===== config.mk =====
export PLATFORM = sky130hd
export DESIGN_NAME = odd_even_transposition_sort
export DESIGN_NICKNAME = d
export VERILOG_FILES = /design/src/sv/oets_pkg.sv /design/src/sv/odd_even_transposition_sort.sv /design/src/sv/oets_cell.sv /design/src/sv/oets_ctrl.sv
export SDC_FILE = /design/constraint.sdc
export NUM_CORES = 2
export LEC_CHECK = 0
export BUFFER_PORTS_ARGS = -buffer_cell sky130_fd_sc_hd__buf_2
export CAP_MARGIN = 0
export CORE_UTILIZATION = 61
export DETAILED_ROUTE_END_ITERATION = 12
export PLACE_DENSITY_LB_ADDON = 0.08
export SLEW_MARGIN = 10
export SYNTH_ARGS = -nofsm -noshare
export SYNTH_HDL_FRONTEND = slang
export SYNTH_SLANG_ARGS = --single-unit

===== constraint.sdc =====
create_clock -name clk -period 5 [get_ports clk]
set_input_delay 0.5 -clock clk [delete_from_list [all_inputs] [get_ports clk]]
set_output_delay 0.5 -clock clk [all_outputs]
set_load 0.1 [all_outputs]

===== src/sv/oets_pkg.sv =====
// Shared constants and types for the odd-even transposition sorter.
package oets_pkg;

  localparam int CAPACITY = 16;
  localparam int WORD_W   = 32;
  localparam int IDX_W    = $clog2(CAPACITY);
  localparam int CNT_W    = $clog2(CAPACITY + 1);

  typedef enum logic [1:0] {
    OP_HOLD,
    OP_LOAD,
    OP_SORT,
    OP_EMIT
  } cell_op_t;

  typedef struct packed {
    cell_op_t         op;
    logic             odd_phase;
    logic [CNT_W-1:0] count;
  } cell_ctrl_t;

endpackage


===== src/sv/odd_even_transposition_sort.sv =====
// After loading, the set sorts in R rounds, each an even and then an odd phase, R being
// the number of rounds up to and including the first round with no exchange (at most
// n/2+2 for n words); the n sorted words then leave one per cycle from cell 0.
// Throughput: one word per cycle while loading; busy is high from the last word to the
// end of emission. Results cannot be stalled. Reset (rst, synchronous) empties the set.
module odd_even_transposition_sort import oets_pkg::*; (
  input  logic                     clk,
  input  logic                     rst,
  input  logic                     start,
  output logic                     busy,
  input  logic signed [WORD_W-1:0] value,
  input  logic                     last_item,
  output logic                     strobe,
  output logic signed [WORD_W-1:0] sorted_value,
  output logic                     last_result,
  output logic                     overflowed
);

  cell_ctrl_t               ctrl;
  logic [CAPACITY-1:0]      swap;
  logic signed [WORD_W-1:0] vals [CAPACITY];

  oets_ctrl u_ctrl (
    .clk         (clk),
    .rst         (rst),
    .start       (start),
    .last_item   (last_item),
    .swap        (swap),
    .ctrl        (ctrl),
    .busy        (busy),
    .strobe      (strobe),
    .last_result (last_result),
    .overflowed  (overflowed)
  );

  for (genvar i = 0; i < CAPACITY; i++) begin : g_cell
    logic signed [WORD_W-1:0] prev_val;
    logic signed [WORD_W-1:0] next_val;

    if (i == 0) begin : g_first
      assign prev_val = value;
    end else begin : g_mid
      assign prev_val = vals[i-1];
    end
    if (i == CAPACITY - 1) begin : g_end
      assign next_val = '0;
    end else begin : g_inner
      assign next_val = vals[i+1];
    end

    oets_cell u_cell (
      .clk      (clk),
      .idx      (IDX_W'(i)),
      .ctrl     (ctrl),
      .prev_val (prev_val),
      .next_val (next_val),
      .val      (vals[i]),
      .swap     (swap[i])
    );
  end

  assign sorted_value = vals[0];

endmodule


===== src/sv/oets_cell.sv =====
// One storage cell of the sorting chain with its compare-exchange logic.
module oets_cell import oets_pkg::*; (
  input  logic                     clk,
  input  logic [IDX_W-1:0]         idx,
  input  cell_ctrl_t               ctrl,
  input  logic signed [WORD_W-1:0] prev_val,
  input  logic signed [WORD_W-1:0] next_val,
  output logic signed [WORD_W-1:0] val,
  output logic                     swap
);

  logic signed [WORD_W-1:0] val_next;
  logic [CNT_W-1:0]         idx_ext;
  logic                     lower;
  logic                     upper;

  assign idx_ext = CNT_W'(idx);
  // lower member of a pair talks to next cell, upper member to previous
  assign lower = (idx[0] == ctrl.odd_phase) && ((idx_ext + CNT_W'(1)) < ctrl.count);
  assign upper = (idx[0] != ctrl.odd_phase) && (idx_ext != '0) && (idx_ext < ctrl.count);
  assign swap  = (ctrl.op == OP_SORT) && lower && (val > next_val);

  always_comb begin
    val_next = val;
    case (ctrl.op)
      OP_LOAD: val_next = prev_val;
      OP_EMIT: val_next = next_val;
      OP_SORT: begin
        if (lower && (val > next_val)) begin
          val_next = next_val;
        end else if (upper && (prev_val > val)) begin
          val_next = prev_val;
        end
      end
      default: val_next = val;
    endcase
  end

  always_ff @(posedge clk) begin
    val <= val_next;
  end

endmodule


===== src/sv/oets_ctrl.sv =====
// Sequencer for load, sort rounds and emission of the cell chain.
module oets_ctrl import oets_pkg::*; (
  input  logic                clk,
  input  logic                rst,
  input  logic                start,
  input  logic                last_item,
  input  logic [CAPACITY-1:0] swap,
  output cell_ctrl_t          ctrl,
  output logic                busy,
  output logic                strobe,
  output logic                last_result,
  output logic                overflowed
);

  typedef enum logic [2:0] {
    ST_LOAD = 3'b001,
    ST_SORT = 3'b010,
    ST_EMIT = 3'b100
  } state_t;

  state_t           state, state_next;
  logic [CNT_W-1:0] fill_count, fill_count_next;
  logic             swap_seen, swap_seen_next;
  logic             drop_flag, drop_flag_next;
  logic             odd_phase, odd_phase_next;
  logic             accept;
  logic             full;
  logic             any_swap;

  assign accept   = start && (state == ST_LOAD);
  assign full     = (fill_count == CNT_W'(CAPACITY));
  assign any_swap = |swap;

  assign busy        = (state != ST_LOAD);
  assign strobe      = (state == ST_EMIT);
  assign last_result = strobe && (fill_count == CNT_W'(1));
  assign overflowed  = drop_flag;

  always_comb begin
    ctrl.odd_phase = odd_phase;
    ctrl.count     = fill_count;
    case (state)
      ST_LOAD: ctrl.op = (accept && !full) ? OP_LOAD : OP_HOLD;
      ST_SORT: ctrl.op = OP_SORT;
      ST_EMIT: ctrl.op = OP_EMIT;
      default: ctrl.op = OP_HOLD;
    endcase
  end

  always_comb begin
    state_next      = state;
    fill_count_next = fill_count;
    swap_seen_next  = swap_seen;
    drop_flag_next  = drop_flag;
    odd_phase_next  = odd_phase;
    case (state)
      ST_LOAD: begin
        if (accept) begin
          if (full) begin
            drop_flag_next = 1'b1;
          end else begin
            fill_count_next = fill_count + CNT_W'(1);
          end
          if (last_item) begin
            state_next     = ST_SORT;
            odd_phase_next = 1'b0;
            swap_seen_next = 1'b0;
          end
        end
      end
      ST_SORT: begin
        if (odd_phase) begin
          odd_phase_next = 1'b0;
          swap_seen_next = 1'b0;
          if (!(swap_seen || any_swap)) begin
            state_next = ST_EMIT;
          end
        end else begin
          odd_phase_next = 1'b1;
          swap_seen_next = swap_seen || any_swap;
        end
      end
      ST_EMIT: begin
        fill_count_next = fill_count - CNT_W'(1);
        if (fill_count == CNT_W'(1)) begin
          state_next     = ST_LOAD;
          drop_flag_next = 1'b0;
        end
      end
      default: state_next = ST_LOAD;
    endcase
  end

  always_ff @(posedge clk) begin
    if (rst) begin
      state      <= ST_LOAD;
      fill_count <= '0;
      swap_seen  <= 1'b0;
      drop_flag  <= 1'b0;
      odd_phase  <= 1'b0;
    end else begin
      state      <= state_next;
      fill_count <= fill_count_next;
      swap_seen  <= swap_seen_next;
      drop_flag  <= drop_flag_next;
      odd_phase  <= odd_phase_next;
    end
  end

endmodule


After elaboration in Yosys (flattened, before gate mapping)
Cells that the tools add are included.
{"block": "classes", "addsub": 2, "n_lt_le_gt_ge": 32, "n_reduce_logical": 93, "eq_ne": 32, "n_bitwise": 1, "n_mux": 68}
{"cell": "$pmux 32 s3", "n": 16}
{"cell": "$mux 32", "n": 31}
{"cell": "$gt 32x32->1", "n": 15}
{"cell": "$logic_and 1x1->1", "n": 67}
{"cell": "$ne 3x1->1 const B", "n": 15}
{"cell": "$lt 4x5->1 const A", "n": 8}
{"cell": "$gt 32x1->1 const B", "n": 1}
{"cell": "$reduce_and 2->1", "n": 16}
{"cell": "$lt 3x5->1 const A", "n": 4}
{"cell": "$reduce_or 16->1", "n": 1}
{"cell": "$mux 3", "n": 5}
{"cell": "$lt 2x5->1 const A", "n": 2}
{"cell": "$mux 5", "n": 2}
{"cell": "$ne 2x2->1 const B", "n": 5}
{"cell": "$pmux 5 s2", "n": 1}
{"cell": "$pmux 3 s3", "n": 1}
{"cell": "$mux 1", "n": 8}
{"cell": "$ne 2x1->1 const B", "n": 3}
{"cell": "$pmux 1 s2", "n": 3}
{"cell": "$pmux 2 s3", "n": 1}
{"cell": "$reduce_and 3->1", "n": 2}
{"cell": "$add 5x1->5 const B", "n": 1}
{"cell": "$eq 5x1->1 const B", "n": 1}
{"cell": "$eq 5x5->1 const B", "n": 1}
{"cell": "other kinds (16)", "n": 18}
{"block": "word_totals", "inputBits": 36, "out_inout_bits": 36, "elab_cells": 249, "register_bits": 523}

Logic depth before layout (Yosys ltp)
{"block": "logic_depth", "depth_word": 13, "depth_mapped": 13, "mapped_depth_nobuf": 12}

Cells and area by module
A second synthesis with hierarchy kept.
{"block": "hier_totals", "hier_cells": 5591, "area_unflattened_um2": 56588.0}
{"mod": "oets_cell", "cells_each": 344, "seq_area_each_um2": 960.9, "area_each_um2": 3490.8, "instances": 16}
{"mod": "oets_ctrl", "cells_each": 85, "seq_area_each_um2": 220.2, "area_each_um2": 726.9, "instances": 1}
{"mod": "odd_even_transposition_sort", "cells_each": 2, "seq_area_each_um2": 0.0, "area_each_um2": 7.5, "instances": 1}

Worst setup path before layout
OpenSTA, ideal clock, no wires.
{"block": "synth_path", "path_type": "reg-to-reg", "from": "register g_cell[15].u_cell.val[14]", "to": "register g_cell[15].u_cell.val[0] (enable)", "slack_ps": 616, "required_ps": 4559, "setup_time_ps": 441, "n_path_buf": 2, "t_arrival_ps": 3943, "synth_period_minus_slack_ps": 4384, "path_stages_with_launch": 13, "path_cell_list": "edfxtp_1 > inv_1 > ha_1 > a21oi_1 > nand2_1 > a22o_1 > o41ai_1 > o311ai_1 > xor2_1 > or3_1 > clkbuf_1 > buf_2 > a31oi_1"}
{"block": "synth_via", "elab_chain_cells": 4, "word_cells_on_any_way": 6, "cone_classes": "order compare: 2; eq/ne: 1; reduce/logical: 3"}
{"element": "start: declaration", "line": "oets_cell.sv:8", "text": "output logic signed [WORD_W-1:0] val,"}
{"element": "start signal: assignment", "line": "oets_cell.sv:40", "text": "val <= val_next;"}
{"element": "$gt 32x32->1 / $gt 32x1->1 (equally long branches)", "line": "oets_cell.sv:31, oets_cell.sv:29"}
{"element": "$logic_and 1x1->1 (on tied branches)", "line": "oets_cell.sv:31, oets_cell.sv:29"}
{"element": "$ne 3x1->1 (no source line) *"}
{"element": "$reduce_and 2->1 (no source line) *"}
Mark *: on every way between the ends. The rest lies on a longest branch, timed or not.
A chain may end at the register's enable or synchronous reset.

Final worst setup path
{"block": "layout_path", "from": "register g_cell[13].u_cell.val[10]", "to": "register g_cell[12].u_cell.val[23], data pin"}
{"block": "layout_via", "elab_chain_cells": 4}
{"element": "start: declaration", "line": "oets_cell.sv:8"}
{"element": "start signal: assignment", "line": "oets_cell.sv:40"}
{"element": "$gt 32x32->1", "line": "oets_cell.sv:29", "text": "if (lower && (val > next_val)) begin"}
{"element": "$logic_and 1x1->1", "line": "oets_cell.sv:29"}
{"element": "$mux 32", "line": "oets_cell.sv:29"}
{"element": "$pmux 32 s3", "line": "oets_cell.sv:25", "text": "case (ctrl.op)"}
{"element": "named net g_cell[12].u_cell.val_next[23]", "line": "oets_cell.sv:12", "text": "logic signed [WORD_W-1:0] val_next;"}
{"element": "end signal: assignment", "line": "oets_cell.sv:40"}
{"element": "end: declaration", "line": "oets_cell.sv:8"}
The timed path passes the listed nets, and every way through them passes these cells.

==> reports/metrics.yaml <==
rsz0062_at_grt: "false"
cp.arrival_ns: 4.64
die_x_um: 239
crit_fanout: 40
pwr-share-seq: 0.458
synth_edf_count: 512
leakage_nw: 16.6
p_per_area_nw_per_um2: 327
nFillCells: 4387
grt_usage: 0.348
ys_types: 72
drive_above_1_share: 0.0694
min_period_ns: 4.30
setup_ws_ns: 0.705
die_area_sq_um: 57000
slew_violations: 0
core-area_sq_um: 55200
route.vias.total: 28000
yosysTopAreaCell: "edfxtp_1"
timing.hold.ws_ns: 0.122
drc_errors: 0
overflow: 0
finalHoldViolations: 0
syn_nets: 4120
dp_hpwl_um: 76300
finalClockSkew_ns: 0.0289
numCtsBuffers: 59
ant_nets: 0
fin_tns_setup_ns: 0
area_growth_pct: 10.6
path_class: "flop to flop"
syn_area_per_cell_sq_um: 9.49
finalSetupViolations: 0
worstMarginPinSlew_ns: 1.15
ctsResizeCount: 0
post-place-ws_ns: 0.754
place_inst: 4360
portBuffers: 71
power_mw: 12.3
worst_skew_pair.late_latency_ns: 0.63
hold_class: "primary input to flop"
p_sw_mw: 3.62
h-tree-depth: 2
p_comb_frac: 0.181
wl_um: 98900
p_sw_frac: 0.293
cts_root_buffer: "clkbuf_16"
first_iter_violations: 2660
status: "completed"
vdd_ir_drop_max_v: 0.000278
worstPathRequired_ns: 5.34
wl_per_cell_um: 22.1
grt_pass1_wl_um: 155000
synth_area_sq_um: 34200
end_kind: "flop"
timing.slew.headroom: 0.223
postCtsHoldBufs: 0
ys_warn_count: 0
nets: 4193
dieHeight_um: 239
layout.cells.non_filler: 4470
fmax_mhz: 233
first_pass_iters: 6
ys_ff_latch: 523
cts_setup_buffers: 0
routed_via_density: 6.26
cts_buffer_depth: 3
synthTopCellsByArea: "edfxtp_1, ha_1, o21ai_0"
grt_max_degree: 66
tritoncts: "yes"
io_pins: 72
initial_core_util: 0.619
clkSlewWorstSetupHoldPaths_ns: 0.06
synth_top_area_share: 0.450
ys_seq_area_frac: 0.457
rows: 86
gp_congestion: 0.955
internal-power_mw: 8.72
synthCells: 3600
power_frac_clock: 0.361
clock-sinks: 523
antenna_found_initial: 4
worstSetupStartpointType: "flop"
async_reset_ff_frac: 0
fin_crit_sh: 0.859
synth_top_flop_cell: "edfxtp_1"
grt_pass1_vias: 27900
maxCapViolCount: 0
metrics by stage:
stage	utilization	area (sq um)
6_report	0.685	37800
5_1_grt	0.685	37800
3_3_place_gp	0.649	35900
4_1_cts	0.685	37800
3_5_place_dp	0.649	35900
2_1_floorplan	-	34200
metal layers:
metal | track usage | part of all wire | vias up
li1 | - | - | 13000
met4 | 0.110 | 0.029 | 2
met3 | 0.0554 | 0.079 | 186
met1 | 0.475 | 0.42 | 13600
met2 | 0.569 | 0.47 | 1160
met5 | 0 | 0.00013 | -
final timing paths:
| check | slack, ns | end | start | cells past startpoint |
|---|---|---|---|---|
| worst max-delay path | 0.70 | g_cell[12].u_cell.val[23] | g_cell[13].u_cell.val[10] | 12 |
| worst min-delay path | 0.12 | u_ctrl.state[1] | last_item | 3 |
| worst max register to register | 0.70 | g_cell[12].u_cell.val[23] | g_cell[13].u_cell.val[10] | 12 |
| worst min register to register | 0.48 | u_ctrl.swap_seen | u_ctrl.swap_seen | 2 |
sequential cells by signal, indices dropped and copies added (netlist names):
register           count
g_cell.u_cell.val    512
u_ctrl.odd_phase       1
u_ctrl.state           3
u_ctrl.fill_count      5
u_ctrl.overflowed      1
u_ctrl.swap_seen       1
worst max-delay path, cell delays in order, from the launching register on:
cell,delay (ns)
edfxtp_1,0.48
inv_1,0.08
ha_1,0.32
nand4_1,0.21
inv_1,0.06
a221oi_1,0.42
nor2_1,0.09
o41ai_1,0.47
a21oi_1,0.13
nand4b_2,0.45
o21ai_4,0.67
buf_4,0.45
o21ai_0,0.15
power by group through the flow:
stage | sequential [mW] | combinational (mW) | clock (mW)
after global routing | 5.68 | 2.50 | 4.65
after CTS | 5.64 | 2.21 | 4.48
after detailed placement | 5.72 | 2.19 | 0
after global placement | 5.71 | 2.08 | 0
after floorplan | 5.73 | 1.37 | 0
final | 5.65 | 2.24 | 4.46
Yosys cell counts, drive strengths merged, types with 5 or more instances:
| master | count |
|---|---|
| a2111oi | 12 |
| a211oi | 16 |
| a21boi | 5 |
| a21o | 55 |
| a21oi | 192 |
| a221oi | 16 |
| a31oi | 7 |
| and4 | 6 |
| buf | 23 |
| clkbuf | 94 |
| dfxtp | 11 |
| edfxtp | 512 |
| ha | 484 |
| inv | 505 |
| mux2i | 32 |
| nand2 | 550 |
| nand2b | 10 |
| nand3 | 117 |
| nand4 | 102 |
| nor2 | 98 |
| nor2b | 20 |
| nor3 | 15 |
| nor4 | 36 |
| o211ai | 15 |
| o21ai | 583 |
| o31ai | 8 |
| xor2 | 6 |
layout by cell type, fill, tap and decap left out, drive strengths merged, types with 55 or more instances in the layout:
cell type	instances
o21ai	583
nand2	550
edfxtp	512
inv	506
ha	484
a21oi	192
buf	129
nand3	117
nand4	102
nor2	98
clkbuf	80
a21o	55
area by class of cell:
cell class / instances / area, sq um / area share
flip-flops and latches: 523 / 15600 / 0.413
clock buffers: 80 / 1610 / 0.0425
multi-input cells: 2455 / 16500 / 0.437
well taps: 748 / 936 / 0.0248
inverters: 505 / 1900 / 0.0502
repair buffers: 129 / 928 / 0.0246
diodes: 3 / 7.51 / 0.000199
clock inverters: 27 / 328 / 0.00867
logic make-up after synthesis:
group | synth area share
AO/OA/AOI/OAI | 0.155
XOR/XNOR | 0.00256
adder cells (fa/ha/maj) | 0.177
buffers and inverters | 0.0696
flip-flops | 0.457
multiplexers | 0.00938
AND/OR/NAND/NOR | 0.130
No activity file was read; power rests on OpenSTA's default activity.
